## src/rtl/tcs_pkg.sv

```systemverilog
// Package for the telnet command stripper: protocol byte codes, register
// indexes and reset values, and the result word type.
// Depends on nothing; the stripper unit uses it.
`default_nettype none

package tcs_pkg;

	// Telnet command bytes.
	localparam logic [7:0] B_IAC  = 8'hFF;
	localparam logic [7:0] B_DONT = 8'hFE;
	localparam logic [7:0] B_DO   = 8'hFD;
	localparam logic [7:0] B_WONT = 8'hFC;
	localparam logic [7:0] B_WILL = 8'hFB;
	localparam logic [7:0] B_SB   = 8'hFA;
	localparam logic [7:0] B_SE   = 8'hF0;

	// Configuration registers.
	localparam int CFG_INDEX_W = 1;
	localparam int CFG_DATA_W  = 64;
	localparam logic [CFG_INDEX_W-1:0] CFG_WILL_MASK = 1'd0;
	localparam logic [CFG_INDEX_W-1:0] CFG_DO_MASK   = 1'd1;
	localparam logic [CFG_DATA_W-1:0] WILL_MASK_RESET = 64'd106;
	localparam logic [CFG_DATA_W-1:0] DO_MASK_RESET   = 64'd2164260874;

	// Verb waiting for its option byte, in the order of the command codes.
	localparam logic [1:0] PV_WILL = 2'd0;
	localparam logic [1:0] PV_WONT = 2'd1;
	localparam logic [1:0] PV_DO   = 2'd2;
	localparam logic [1:0] PV_DONT = 2'd3;

	typedef struct packed {
		logic       data_valid;
		logic [7:0] data_byte;
		logic       reply_valid;
		logic [7:0] reply_verb;
		logic [7:0] reply_option;
	} result_t;

endpackage

`default_nettype wire

```

## src/rtl/tcs_channels.sv

```systemverilog
// Handshake channels of the telnet command stripper: the received byte
// stream and the result stream. Uses tcs_pkg for nothing but keeps its widths.
// Each channel moves one word when valid and ready are both high.
`default_nettype none

interface tcs_rx_if;
	logic       valid;
	logic       ready;
	logic [7:0] rx_byte;

	modport source (output valid, output rx_byte, input ready);
	modport sink   (input valid, input rx_byte, output ready);
endinterface

interface tcs_res_if;
	logic       valid;
	logic       ready;
	logic       data_valid;
	logic [7:0] data_byte;
	logic       reply_valid;
	logic [7:0] reply_verb;
	logic [7:0] reply_option;

	modport source (output valid, output data_valid, output data_byte,
		output reply_valid, output reply_verb, output reply_option, input ready);
	modport sink   (input valid, input data_valid, input data_byte,
		input reply_valid, input reply_verb, input reply_option, output ready);
endinterface

`default_nettype wire

```

## src/rtl/telnet_command_stripper_unit.sv

```systemverilog
// Telnet command stripper: removes IAC command sequences from a received
// byte stream and answers WILL/DO option negotiation. An accepted byte goes
// through the input register to the result register; one byte is taken every
// cycle while the result is not stalled, the phase being updated in between.
// Reset (arst_n low, asynchronous) returns to the plain data phase, empties
// both registers and loads the default acceptance masks.
// Depends on tcs_pkg and the channel interfaces in tcs_channels.sv.
`default_nettype none

module telnet_command_stripper_unit (
	input  wire logic                          clk,
	input  wire logic                          arst_n,
	tcs_rx_if.sink                             rx,
	tcs_res_if.source                          res,
	input  wire logic                          cfg_we,
	input  wire logic [tcs_pkg::CFG_INDEX_W-1:0] cfg_index,
	input  wire logic [tcs_pkg::CFG_DATA_W-1:0]  cfg_data
);

	localparam logic [2:0] PH_DATA   = 3'd0;
	localparam logic [2:0] PH_IAC    = 3'd1;
	localparam logic [2:0] PH_OPT    = 3'd2;
	localparam logic [2:0] PH_SUB    = 3'd3;
	localparam logic [2:0] PH_SUBIAC = 3'd4;

	logic [tcs_pkg::CFG_DATA_W-1:0] will_mask_q;
	logic [tcs_pkg::CFG_DATA_W-1:0] do_mask_q;
	logic [2:0]                     phase_q;
	logic [1:0]                     pending_verb_q;

	logic                           valid_s1;
	logic [7:0]                     byte_s1;
	logic                           res_valid_q;
	tcs_pkg::result_t               res_q;

	logic                           advance;
	logic [2:0]                     phase_d;
	logic [1:0]                     pending_verb_d;
	tcs_pkg::result_t               res_d;
	logic                           opt_low;

	// The input register doubles as the skid stage when the result is stalled.
	assign advance  = valid_s1 && (!res_valid_q || res.ready);
	assign rx.ready = !valid_s1 || advance;
	assign opt_low  = (byte_s1[7:6] == 2'b00);

	always_comb begin
		phase_d        = phase_q;
		pending_verb_d = pending_verb_q;
		res_d          = '0;
		unique case (phase_q)
			PH_IAC: begin
				if (byte_s1 == tcs_pkg::B_IAC) begin
					res_d.data_valid = 1'b1;
					res_d.data_byte  = tcs_pkg::B_IAC;
					phase_d          = PH_DATA;
				end else if (byte_s1 >= tcs_pkg::B_WILL && byte_s1 <= tcs_pkg::B_DONT) begin
					// WILL..DONT map onto 0..3 by adding one to the low bits.
					pending_verb_d = byte_s1[1:0] + 2'd1;
					phase_d        = PH_OPT;
				end else if (byte_s1 == tcs_pkg::B_SB) begin
					phase_d = PH_SUB;
				end else begin
					phase_d = PH_DATA;
				end
			end
			PH_OPT: begin
				if (pending_verb_q == tcs_pkg::PV_WILL) begin
					res_d.reply_valid  = 1'b1;
					res_d.reply_verb   = (opt_low && will_mask_q[byte_s1[5:0]]) ?
						tcs_pkg::B_DO : tcs_pkg::B_DONT;
					res_d.reply_option = byte_s1;
				end else if (pending_verb_q == tcs_pkg::PV_DO) begin
					res_d.reply_valid  = 1'b1;
					res_d.reply_verb   = (opt_low && do_mask_q[byte_s1[5:0]]) ?
						tcs_pkg::B_WILL : tcs_pkg::B_WONT;
					res_d.reply_option = byte_s1;
				end
				phase_d = PH_DATA;
			end
			PH_SUB: begin
				if (byte_s1 == tcs_pkg::B_IAC) begin
					phase_d = PH_SUBIAC;
				end
			end
			PH_SUBIAC: begin
				phase_d = (byte_s1 == tcs_pkg::B_SE) ? PH_DATA : PH_SUB;
			end
			default: begin
				// Plain data; unused phase codes behave the same way.
				if (byte_s1 == tcs_pkg::B_IAC) begin
					phase_d = PH_IAC;
				end else begin
					res_d.data_valid = 1'b1;
					res_d.data_byte  = byte_s1;
					phase_d          = PH_DATA;
				end
			end
		endcase
	end

	always_ff @(posedge clk or negedge arst_n) begin
		if (!arst_n) begin
			will_mask_q    <= tcs_pkg::WILL_MASK_RESET;
			do_mask_q      <= tcs_pkg::DO_MASK_RESET;
			phase_q        <= PH_DATA;
			pending_verb_q <= tcs_pkg::PV_WILL;
			valid_s1       <= 1'b0;
			res_valid_q    <= 1'b0;
		end else begin
			if (cfg_we) begin
				unique case (cfg_index)
					tcs_pkg::CFG_WILL_MASK: will_mask_q <= cfg_data;
					tcs_pkg::CFG_DO_MASK:   do_mask_q   <= cfg_data;
					default: ;
				endcase
			end
			if (rx.ready) begin
				valid_s1 <= rx.valid;
			end
			if (advance) begin
				phase_q        <= phase_d;
				pending_verb_q <= pending_verb_d;
				res_valid_q    <= 1'b1;
			end else if (res.ready) begin
				res_valid_q <= 1'b0;
			end
		end
	end

	always_ff @(posedge clk) begin
		if (rx.ready && rx.valid) begin
			byte_s1 <= rx.rx_byte;
		end
		if (advance) begin
			res_q <= res_d;
		end
	end

	assign res.valid        = res_valid_q;
	assign res.data_valid   = res_q.data_valid;
	assign res.data_byte    = res_q.data_byte;
	assign res.reply_valid  = res_q.reply_valid;
	assign res.reply_verb   = res_q.reply_verb;
	assign res.reply_option = res_q.reply_option;

	// A result word carries payload or a reply, never both.
	a_single_kind: assert property (@(posedge clk) disable iff (!arst_n)
		res_valid_q |-> !(res_q.data_valid && res_q.reply_valid))
		else $error("result carries both data and reply");

	// Reply fields of a result word without a reply read as zero.
	a_zero_fields: assert property (@(posedge clk) disable iff (!arst_n)
		res_valid_q && !res_q.reply_valid |->
		res_q.reply_verb == 8'd0 && res_q.reply_option == 8'd0)
		else $error("reply fields not cleared");

	// Options of 64 and above are always refused.
	a_high_refused: assert property (@(posedge clk) disable iff (!arst_n)
		res_valid_q && res_q.reply_valid && res_q.reply_option[7:6] != 2'b00 |->
		res_q.reply_verb == tcs_pkg::B_DONT || res_q.reply_verb == tcs_pkg::B_WONT)
		else $error("high option accepted");

	// A reply only follows a byte taken in the option phase.
	a_reply_source: assert property (@(posedge clk) disable iff (!arst_n)
		advance && res_d.reply_valid |-> phase_q == PH_OPT && phase_d == PH_DATA)
		else $error("reply outside option phase");

endmodule

`default_nettype wire
```

## src/flat_wrapper.sv

```systemverilog
// flat-port wrapper written by rule: the top's interface ports become plain ports
module telnet_command_stripper_unit_flat 
  (clk, arst_n, cfg_we, cfg_index, cfg_data, rx_valid, rx_rx_byte, rx_ready, res_valid, res_data_valid, res_data_byte, res_reply_valid, res_reply_verb, res_reply_option, res_ready);
  tcs_rx_if rx_i ();
  tcs_res_if res_i ();
  input  wire logic clk;
  input  wire logic arst_n;
  input  wire logic cfg_we;
  input  wire logic [tcs_pkg::CFG_INDEX_W-1:0] cfg_index;
  input  wire logic [tcs_pkg::CFG_DATA_W-1:0] cfg_data;
  input wire logic [$bits(rx_i.valid)-1:0] rx_valid;
  input wire logic [$bits(rx_i.rx_byte)-1:0] rx_rx_byte;
  output wire logic [$bits(rx_i.ready)-1:0] rx_ready;
  output wire logic [$bits(res_i.valid)-1:0] res_valid;
  output wire logic [$bits(res_i.data_valid)-1:0] res_data_valid;
  output wire logic [$bits(res_i.data_byte)-1:0] res_data_byte;
  output wire logic [$bits(res_i.reply_valid)-1:0] res_reply_valid;
  output wire logic [$bits(res_i.reply_verb)-1:0] res_reply_verb;
  output wire logic [$bits(res_i.reply_option)-1:0] res_reply_option;
  input wire logic [$bits(res_i.ready)-1:0] res_ready;
  assign rx_i.valid = rx_valid;
  assign rx_i.rx_byte = rx_rx_byte;
  assign rx_ready = rx_i.ready;
  assign res_valid = res_i.valid;
  assign res_data_valid = res_i.data_valid;
  assign res_data_byte = res_i.data_byte;
  assign res_reply_valid = res_i.reply_valid;
  assign res_reply_verb = res_i.reply_verb;
  assign res_reply_option = res_i.reply_option;
  assign res_i.ready = res_ready;
  telnet_command_stripper_unit u_core (.clk(clk), .arst_n(arst_n), .rx(rx_i), .res(res_i), .cfg_we(cfg_we), .cfg_index(cfg_index), .cfg_data(cfg_data));
endmodule
```

## config.mk

```make
export PLATFORM = sky130hd
export DESIGN_NAME = telnet_command_stripper_unit_flat
export DESIGN_NICKNAME = d
export VERILOG_FILES = /design/src/rtl/tcs_pkg.sv /design/src/rtl/tcs_channels.sv /design/src/rtl/telnet_command_stripper_unit.sv /design/src/flat_wrapper.sv
export SDC_FILE = /design/constraint.sdc
export NUM_CORES = 1
export LEC_CHECK = 0
export ABC_AREA = 1
export ABC_CLOCK_PERIOD_IN_PS = 2650
export BUFFER_PORTS_ARGS = -buffer_cell sky130_fd_sc_hd__buf_4
export CORE_UTILIZATION = 60
export CTS_BUF_LIST = sky130_fd_sc_hd__clkbuf_4 sky130_fd_sc_hd__clkbuf_8
export CTS_CLUSTER_DIAMETER = 150
export DETAILED_ROUTE_END_ITERATION = 7
export GPL_TIMING_DRIVEN = 0
export HOLD_SLACK_MARGIN = 0.12
export PLACE_DENSITY_LB_ADDON = 0.25
export SLEW_MARGIN = 20
export SYNTH_ARGS = -nofsm -noshare
export SYNTH_HDL_FRONTEND = slang
export SYNTH_SLANG_ARGS = --single-unit
```

## constraint.sdc

```tcl
create_clock -name clk -period 2.65 [get_ports clk]
set_clock_uncertainty 0.2 [all_clocks]
set_input_delay 0.1325 -clock clk [delete_from_list [all_inputs] [get_ports clk]]
set_output_delay 0.1325 -clock clk [all_outputs]
set_load 0.005 [all_outputs]
```

==> impl_summary.txt, run 1 <==
----------------------------------------------------
[Placement]
  Post-Place Cells ... approximately 1200
  Placed Instance Area ... 8747 µm²
  Half-perimeter wire length after placement ... between 10 and 15 mm
  PortBufs ... 105
  Placer's final routability congestion estimate ... approximately 0.9

[GRT]
  Initial antenna violation count ... 0
  Sum of overflow across all layers after global routing ... 0
  First-pass GRT wire length ... 35.89 mm
  Vias in the first global route ... 7049
  GRT Total Usage ... a little over a third
  Largest net degree at the start of global routing ... roughly 100

[CTS]
  Clock buffer depth ... 2
  Max H-tree Level ... 4
  TritonCTS buffer count ... 17
  Clock tree from TritonCTS ... yes
  Clock Sinks ... about 160
  Cell chosen for the clock root ... clkbuf_8
  Number of instances resized during post-cts repair ... 0
  Clock-pin slew reported for the worst setup and hold paths after clock tree synthesis ... 80 ps
  Number of setup buffers added after CTS ... 0
  Clock latency of the later-clocked register in the worst-skew pair ... between 400 and 500 ps
  Post-CTS Hold Fix Bufs ... between 80 and 90

[Synth]
  Leading area contributor after synthesis ... dfrtp_1
  Mapped Area ... approximately 7700 µm²
  Predominant post-synthesis flop cell ... dfrtp_1
  Post-synth EDFFs ... 29
  Fraction of synthesized cell area taken by the top area cell type ... approximately two fifths
  Syn nets ... 1048
  Warning count from the yosys run ... 0
  Sequential element share of the synthesized area ... a little under three fifths
  Top cells by area in the synthesized netlist ... dfrtp_1 41%, nand2_1 15%, edfxtp_1 11%, o21ai_0 9.5%, inv_1 6.2%
  List of most frequent post-synthesis cells ... 309 x nand2_1, 147 x o21ai_0, 127 x dfrtp_1, 127 x inv_1, 65 x nor2_1
  Number of standard cells after synthesis ... 967
  Number of distinct standard cells referenced by the synthesized netlist ... 26
  Most frequent cell after synthesis ... nand2_1
  Syn_area_per_cell ... about 8 µm²
  Number of register bits inferred by synthesis ... 164
  Post-synth ARST share ... 82.32%

[Route]
  DRC violations left ... 0
  Initial drt markers ... 1120
  1st-pass router iterations ... 6
  Via Count ... 7460
  Total Wirelength ... between 20 and 25 mm
  Number of nets with antenna violations after routing ... 0
  Wire per inst ... 17.04 µm
  Average via count per standard cell ... between 5 and 6

[STA]
  Worst-case hold slack ... roughly 180 ps
  Relative slew slack ... 45.17%
  Time the worst path needs with I/O delays and setup ... around 2500 ps
  Final hold violation count ... 0
  Transition time of the tightest slew-check pin ... 821.5 ps
  Pins over their slew limit ... 0
  Unrepaired setup endpoints after global routing ... no
  Max Clk Rate ... just over 400 MHz
  Setup violations, final ... 0
  Period utilization ... between 90 and 100%
  Setup Total Neg Slack ... 0 ps

[Outcome]
  Result of the run ... complete, no violations

[Pwr]
  Worst-case vdd ir drop ... between 0.4 and 0.5 mV
  Power per unit of standard cell area ... just under 700 nW/µm²
  Reported leakage power ... between 5 and 6 nW

[Floorplan]
  Vert. Die Dim ... 115.3 µm
  Overall die area ... 13300 µm²
  IO Pins ... 106
  Area of the placeable core ... approximately 13000 µm²
  Initial Util ... slightly above 60%
  Core Rows ... 41
  Chip width ... between 100 and 150 µm

[Flow run]
  Max Cap Viol ... 0

[Cells and area]
  Finished Core Util ... 80.31%
  Final cell area excluding filler cells ... 10090 µm²
  Layout cells sized above 1 ... about 16%
  Area occupied by multi-input gates ... 2670 µm²
  FILL cells ... around 800
  Total number of nets in the final design ... 1255
  Area taken by flip-flops and latches ... approximately 4300 µm²
  Antenna diode count ... 0
  Final cell count without fillers ... about 1400
  Area added between synthesis and finish ... 30.94%

[Setup path]
  Crit path cell chain ... buf_4, inv_4, buf_2, nand3_1, nand2_1, nand2_1, nand2_1, nor2_1, nand2_1, nand3_1, nand2_1, nand3_1, nand2_1, inv_1
  Critical-path top delay cell ... edfxtp_1
  Data arrival, critical path ... 2510 ps
  Type of element launching the critical path ... flip-flop
  Worst path most repeated cell ... nand2_1
  Largest fanout on the critical path ... 10
  Highest cell delay on the worst timing path ... about 440 ps
  Endpoint type of the worst setup path ... flip-flop
  Required arrival time at the worst endpoint ... 2680 ps
  Crit Path Class ... reg2reg

[Hold path]
  Class of the most critical hold timing path ... in2reg

----------------------------------------------------
-- layer usage --
metal,up-vias,global-route usage (%),wire [µm]
li1,3428,-,-
met1,3444,46.44,8757
met2,506,60.60,11260
met3,82,7.802,2352
met4,0,16.71,786
met5,-,0,0
-- critical path: cells and delay by family (launching register included) --
| kind | cells | cell delay (ps) |
|---|---|---|
| flip-flops | 1 | 440 |
| buffers and inverters | 4 | 700 |
| AND/OR/NAND/NOR | 10 | 910 |
-- kinds of logic (layout without fill, tap and decap cells) --
| family | count (synthesis) | count (layout) | share of synthesized area [%] |
|---|---|---|---|
| AO/OA/AOI/OAI | 174 | 174 | 11.49 |
| adder cells (fa/ha/maj) | 3 | 3 | 0.4870 |
| buffers and inverters | 188 | 408 | 10.11 |
| flip-flops | 164 | 164 | 55.25 |
| AND/OR/NAND/NOR | 438 | 438 | 22.66 |
-- cell type report --
type                            instances  area share (%)
Tap cell                              172           2.132
Sequential cell                       164           42.20
Inverter                              134           5.033
Timing Repair Buffer                  188           16.39
Multi-Input combinational cell        615           26.45
Clock buffer                           23           2.888
Clock inverter                          9           2.219
Buffer                                 54           2.690
-- path summary, 6_finish.rpt --
path | start | end | slack [ps] | cells past startpoint
worst max-delay path | u_core.byte_s1[1] | u_core.res.reply_verb[2] | 170 | 14
worst min-delay path | rx_rx_byte[0] | u_core.byte_s1[0] | 180 | 2
worst max register to register | u_core.byte_s1[1] | u_core.res.reply_verb[2] | 170 | 14
worst min register to register | u_core.will_mask_q[42] | u_core.will_mask_q[42] | 290 | 2
max in group asynchronous | arst_n | u_core.do_mask_q[24] | 1170 | 4
min in group asynchronous | arst_n | u_core.will_mask_q[6] | 580 | 3
-- power breakdown --
group | switching [W] | internal [W]
combinational | 0.000833 | 0.000596
clock | 0.000912 | 0.00140
sequential | 0.000209 | 0.00297
total | 0.00195 | 0.00497
-- flip-flops by register name, indices dropped and copies added, names as in the netlist --
register / count
u_core.res.data_valid: 1
u_core.will_mask_q: 64
u_core.phase_q: 3
u_core.res.data_byte: 8
u_core.res.reply_option: 8
u_core.do_mask_q: 64
u_core.byte_s1: 8
u_core.res.valid: 1
u_core.res.reply_verb: 4
u_core.valid_s1: 1
u_core.pending_verb_q: 2
-- per-stage QoR --
stage                     setup slack [ps]  power [W]
after floorplan                      795.3   0.003914
after global placement               325.3   0.004409
after detailed placement             300.7   0.004468
after CTS                            280.8   0.006834
after global routing                 120.9   0.007205
final                                165.8   0.006921
-- placed cells by master (no fill, tap or decap) --
| master | synthesis | final |
|---|---|---|
| clkbuf_1 | 28 | 28 |
| nor3_1 | 3 | 3 |
| buf_16 | 0 | 1 |
| bufinv_16 | 0 | 7 |
| a21oi_1 | 19 | 19 |
| clkbuf_4 | 0 | 4 |
| ha_1 | 3 | 3 |
| nor2_1 | 65 | 65 |
| nor3_2 | 1 | 1 |
| clkbuf_8 | 0 | 19 |
| nor2_4 | 2 | 2 |
| dlygate4sd3_1 | 0 | 81 |
| buf_2 | 13 | 13 |
| inv_4 | 2 | 2 |
| dfstp_2 | 8 | 8 |
| dfrtp_1 | 127 | 127 |
| nor2_2 | 2 | 2 |
| buf_8 | 0 | 1 |
| clkinv_1 | 1 | 1 |
| a21boi_1 | 1 | 1 |
| edfxtp_1 | 29 | 29 |
| clkinv_2 | 0 | 1 |
| o21ai_0 | 147 | 147 |
| o211ai_1 | 1 | 1 |
| buf_12 | 0 | 1 |
| nand4_1 | 2 | 2 |
| o21ai_1 | 5 | 5 |
| nand2_1 | 309 | 309 |
| buf_6 | 1 | 1 |
| inv_2 | 4 | 4 |
| inv_1 | 127 | 127 |
| a311oi_2 | 1 | 1 |
| clkinv_4 | 0 | 1 |
| nand3_1 | 54 | 54 |
| buf_4 | 12 | 116 |
Note: power is estimated with default switching activity, not from simulation.
==> run 2, diff against run 1 <==
- MAX_ROUTING_LAYER: unset -> met4
==> impl_summary.txt, run 2 (same netlist as run 1, synthesis figures left out) <==
----------------------------------------------------
[STA]
  Relative slew slack ... a little under half
  Max Clk Rate ... between 400 and 500 MHz
  Unrepaired setup endpoints after global routing ... no
  Pins over their slew limit ... 0
  Period utilization ... between 90% and 100%
  Worst path setup slack after routing ... between 150 and 200 ps
  Setup violations, final ... 0
  Worst-case hold slack ... between 150 and 200 ps
  Final hold violation count ... 0
  Setup Total Neg Slack ... 0 ps
  Transition time of the tightest slew-check pin ... about 810 ps
  Time the worst path needs with I/O delays and setup ... approximately 2500 ps

[Placement]
  PortBufs ... approximately 110
  DP Worst Slack ... about 300 ps
  Half-perimeter wire length after placement ... 14.10 mm
  Placer's final routability congestion estimate ... roughly 0.89
  Post-Place Cells ... 1245

[Floorplan]
  IO Pins ... approximately 110
  Core Rows ... 41
  Overall die area ... 13300 µm²
  Vert. Die Dim ... around 120 µm
  Chip width ... about 120 µm
  Initial Util ... 61.33%
  Area of the placeable core ... ~13000 µm²

[GRT]
  Sum of overflow across all layers after global routing ... 0
  Largest net degree at the start of global routing ... between 90 and 100
  First-pass GRT wire length ... approximately 36 mm
  GRT Total Usage ... between 30% and 40%
  Vias in the first global route ... ~7000
  Initial antenna violation count ... 0

[Setup path]
  RR Endpoint ... u_core.res.reply_verb[2]
  Largest fanout on the critical path ... 10
  Crit Path Class ... reg2reg
  R2r worst-path depth ... 14
  Crit path from ... u_core.byte_s1[1]
  Data arrival, critical path ... 2520 ps
  Reg2reg setup slack ... 170 ps
  Type of element launching the critical path ... flip-flop
  Required arrival time at the worst endpoint ... 2680 ps
  Capture point of the worst path ... u_core.res.reply_verb[2]
  Endpoint type of the worst setup path ... flip-flop
  FF-to-FF Start ... u_core.byte_s1[1]

[Pwr]
  Power per unit of standard cell area ... approximately 690 nW/µm²
  Reported leakage power ... 5.110 nW
  Worst-case vdd ir drop ... slightly below 0.5 mV
  Overall power after layout ... between 0.006 and 0.007 W

[Route]
  Via Count ... about 7500
  DRC violations left ... 0
  Number of nets with antenna violations after routing ... 0
  1st-pass router iterations ... 6
  Initial drt markers ... between 1000 and 1500
  Average via count per standard cell ... between 5 and 6
  Total Wirelength ... 23.13 mm
  Wire per inst ... approximately 17 µm

[CTS]
  Post-CTS Hold Fix Bufs ... between 80 and 90
  Cell chosen for the clock root ... clkbuf_8
  Clock tree from TritonCTS ... yes
  TritonCTS buffer count ... 17
  Clock latency of the later-clocked register in the worst-skew pair ... around 470 ps
  Max H-tree Level ... 4
  Clock Sinks ... ~160
  Clock-pin slew reported for the worst setup and hold paths after clock tree synthesis ... around 90 ps
  Number of instances resized during post-cts repair ... 0
  Clock buffer depth ... 2
  Number of setup buffers added after CTS ... 0

[Cells and area]
  Biggest registers after layout ... u_core.do_mask_q x64, u_core.will_mask_q x64
  Commonest cells after routing, fill and taps aside ... 309 x nand2_1, 147 x o21ai_0, 127 x inv_1, 127 x dfrtp_1, 116 x buf_4
  Area added between synthesis and finish ... 30.94%
  Commonest non-fill, non-tap cell in the layout ... nand2_1
  Final cell count without fillers ... 1359
  Total number of nets in the final design ... 1255
  Layout cells sized above 1 ... between 10% and 20%
  Antenna diode count ... 0
  FILL cells ... ~800

[Flow run]
  Max Cap Viol ... 0

[Hold path]
  Class of the most critical hold timing path ... in2reg
  Hold Crit Depth ... 2

[Outcome]
  Result of the run ... complete, no violations

----------------------------------------------------
-- run 2: cell counts in the layout (fill, tap and decap cells not counted) --
Identical to the previous run, type by type.
-- run 2: per-layer routing --
| layer | track usage [%] | share of wire, % | up-vias |
|---|---|---|---|
| met1 | 46.58 | 38 | 3507 |
| met3 | 7.696 | 9.6 | 83 |
| met4 | 16.19 | 3.2 | 0 |
| met5 | - | 0 | - |
| li1 | - | - | 3433 |
| met2 | 60.64 | 49 | 480 |
-- run 2: critical path: stages, from the launching register on --
cell and delay [ps]:
edfxtp_1 450, buf_4 210, inv_4 100, buf_2 330, nand3_1 130, nand2_1 90
nand2_1 50, nand2_1 90, nor2_1 50, nand2_1 120, nand3_1 90, nand2_1 120
nand3_1 100, nand2_1 80, inv_1 40
-- run 2: power breakdown --
part,switching (W),internal [W]
sequential,0.000211,0.00297
clock,0.000915,0.00140
combinational,0.000832,0.000596
total,0.00196,0.00497
-- run 2: how the worst min path moves through the flow --
stage	from	endpoint	slack, ps
global route	rx_rx_byte[0]	u_core.byte_s1[0]	190
finish	rx_rx_byte[0]	u_core.byte_s1[0]	180
CTS	rx_rx_byte[3]	u_core.byte_s1[3]	190
floorplan	arst_n	u_core.do_mask_q[0]	-360
detailed placement	arst_n	u_core.phase_q[0]	-170
global placement	rx_rx_byte[0]	u_core.byte_s1[0]	110
-- run 2: stage by stage --
stage / utilization, % / area [µm²]
after global placement: 69.32 / 8712
after floorplan: - / 7709
final: 80.31 / 10090
after global routing: 80.31 / 10090
after detailed placement: 69.60 / 8747
after CTS: 80.31 / 10090
-- run 2: area by class of cell --
cell class | count | area [µm²] | share of cell area [%]
Tap cell | 172 | 215.2 | 2.132
Sequential cell | 164 | 4259 | 42.20
Clock inverter | 9 | 224.0 | 2.219
Buffer | 54 | 271.5 | 2.690
Inverter | 134 | 508.0 | 5.033
Timing Repair Buffer | 188 | 1654 | 16.39
Clock buffer | 23 | 291.5 | 2.888
Multi-Input combinational cell | 615 | 2670 | 26.45
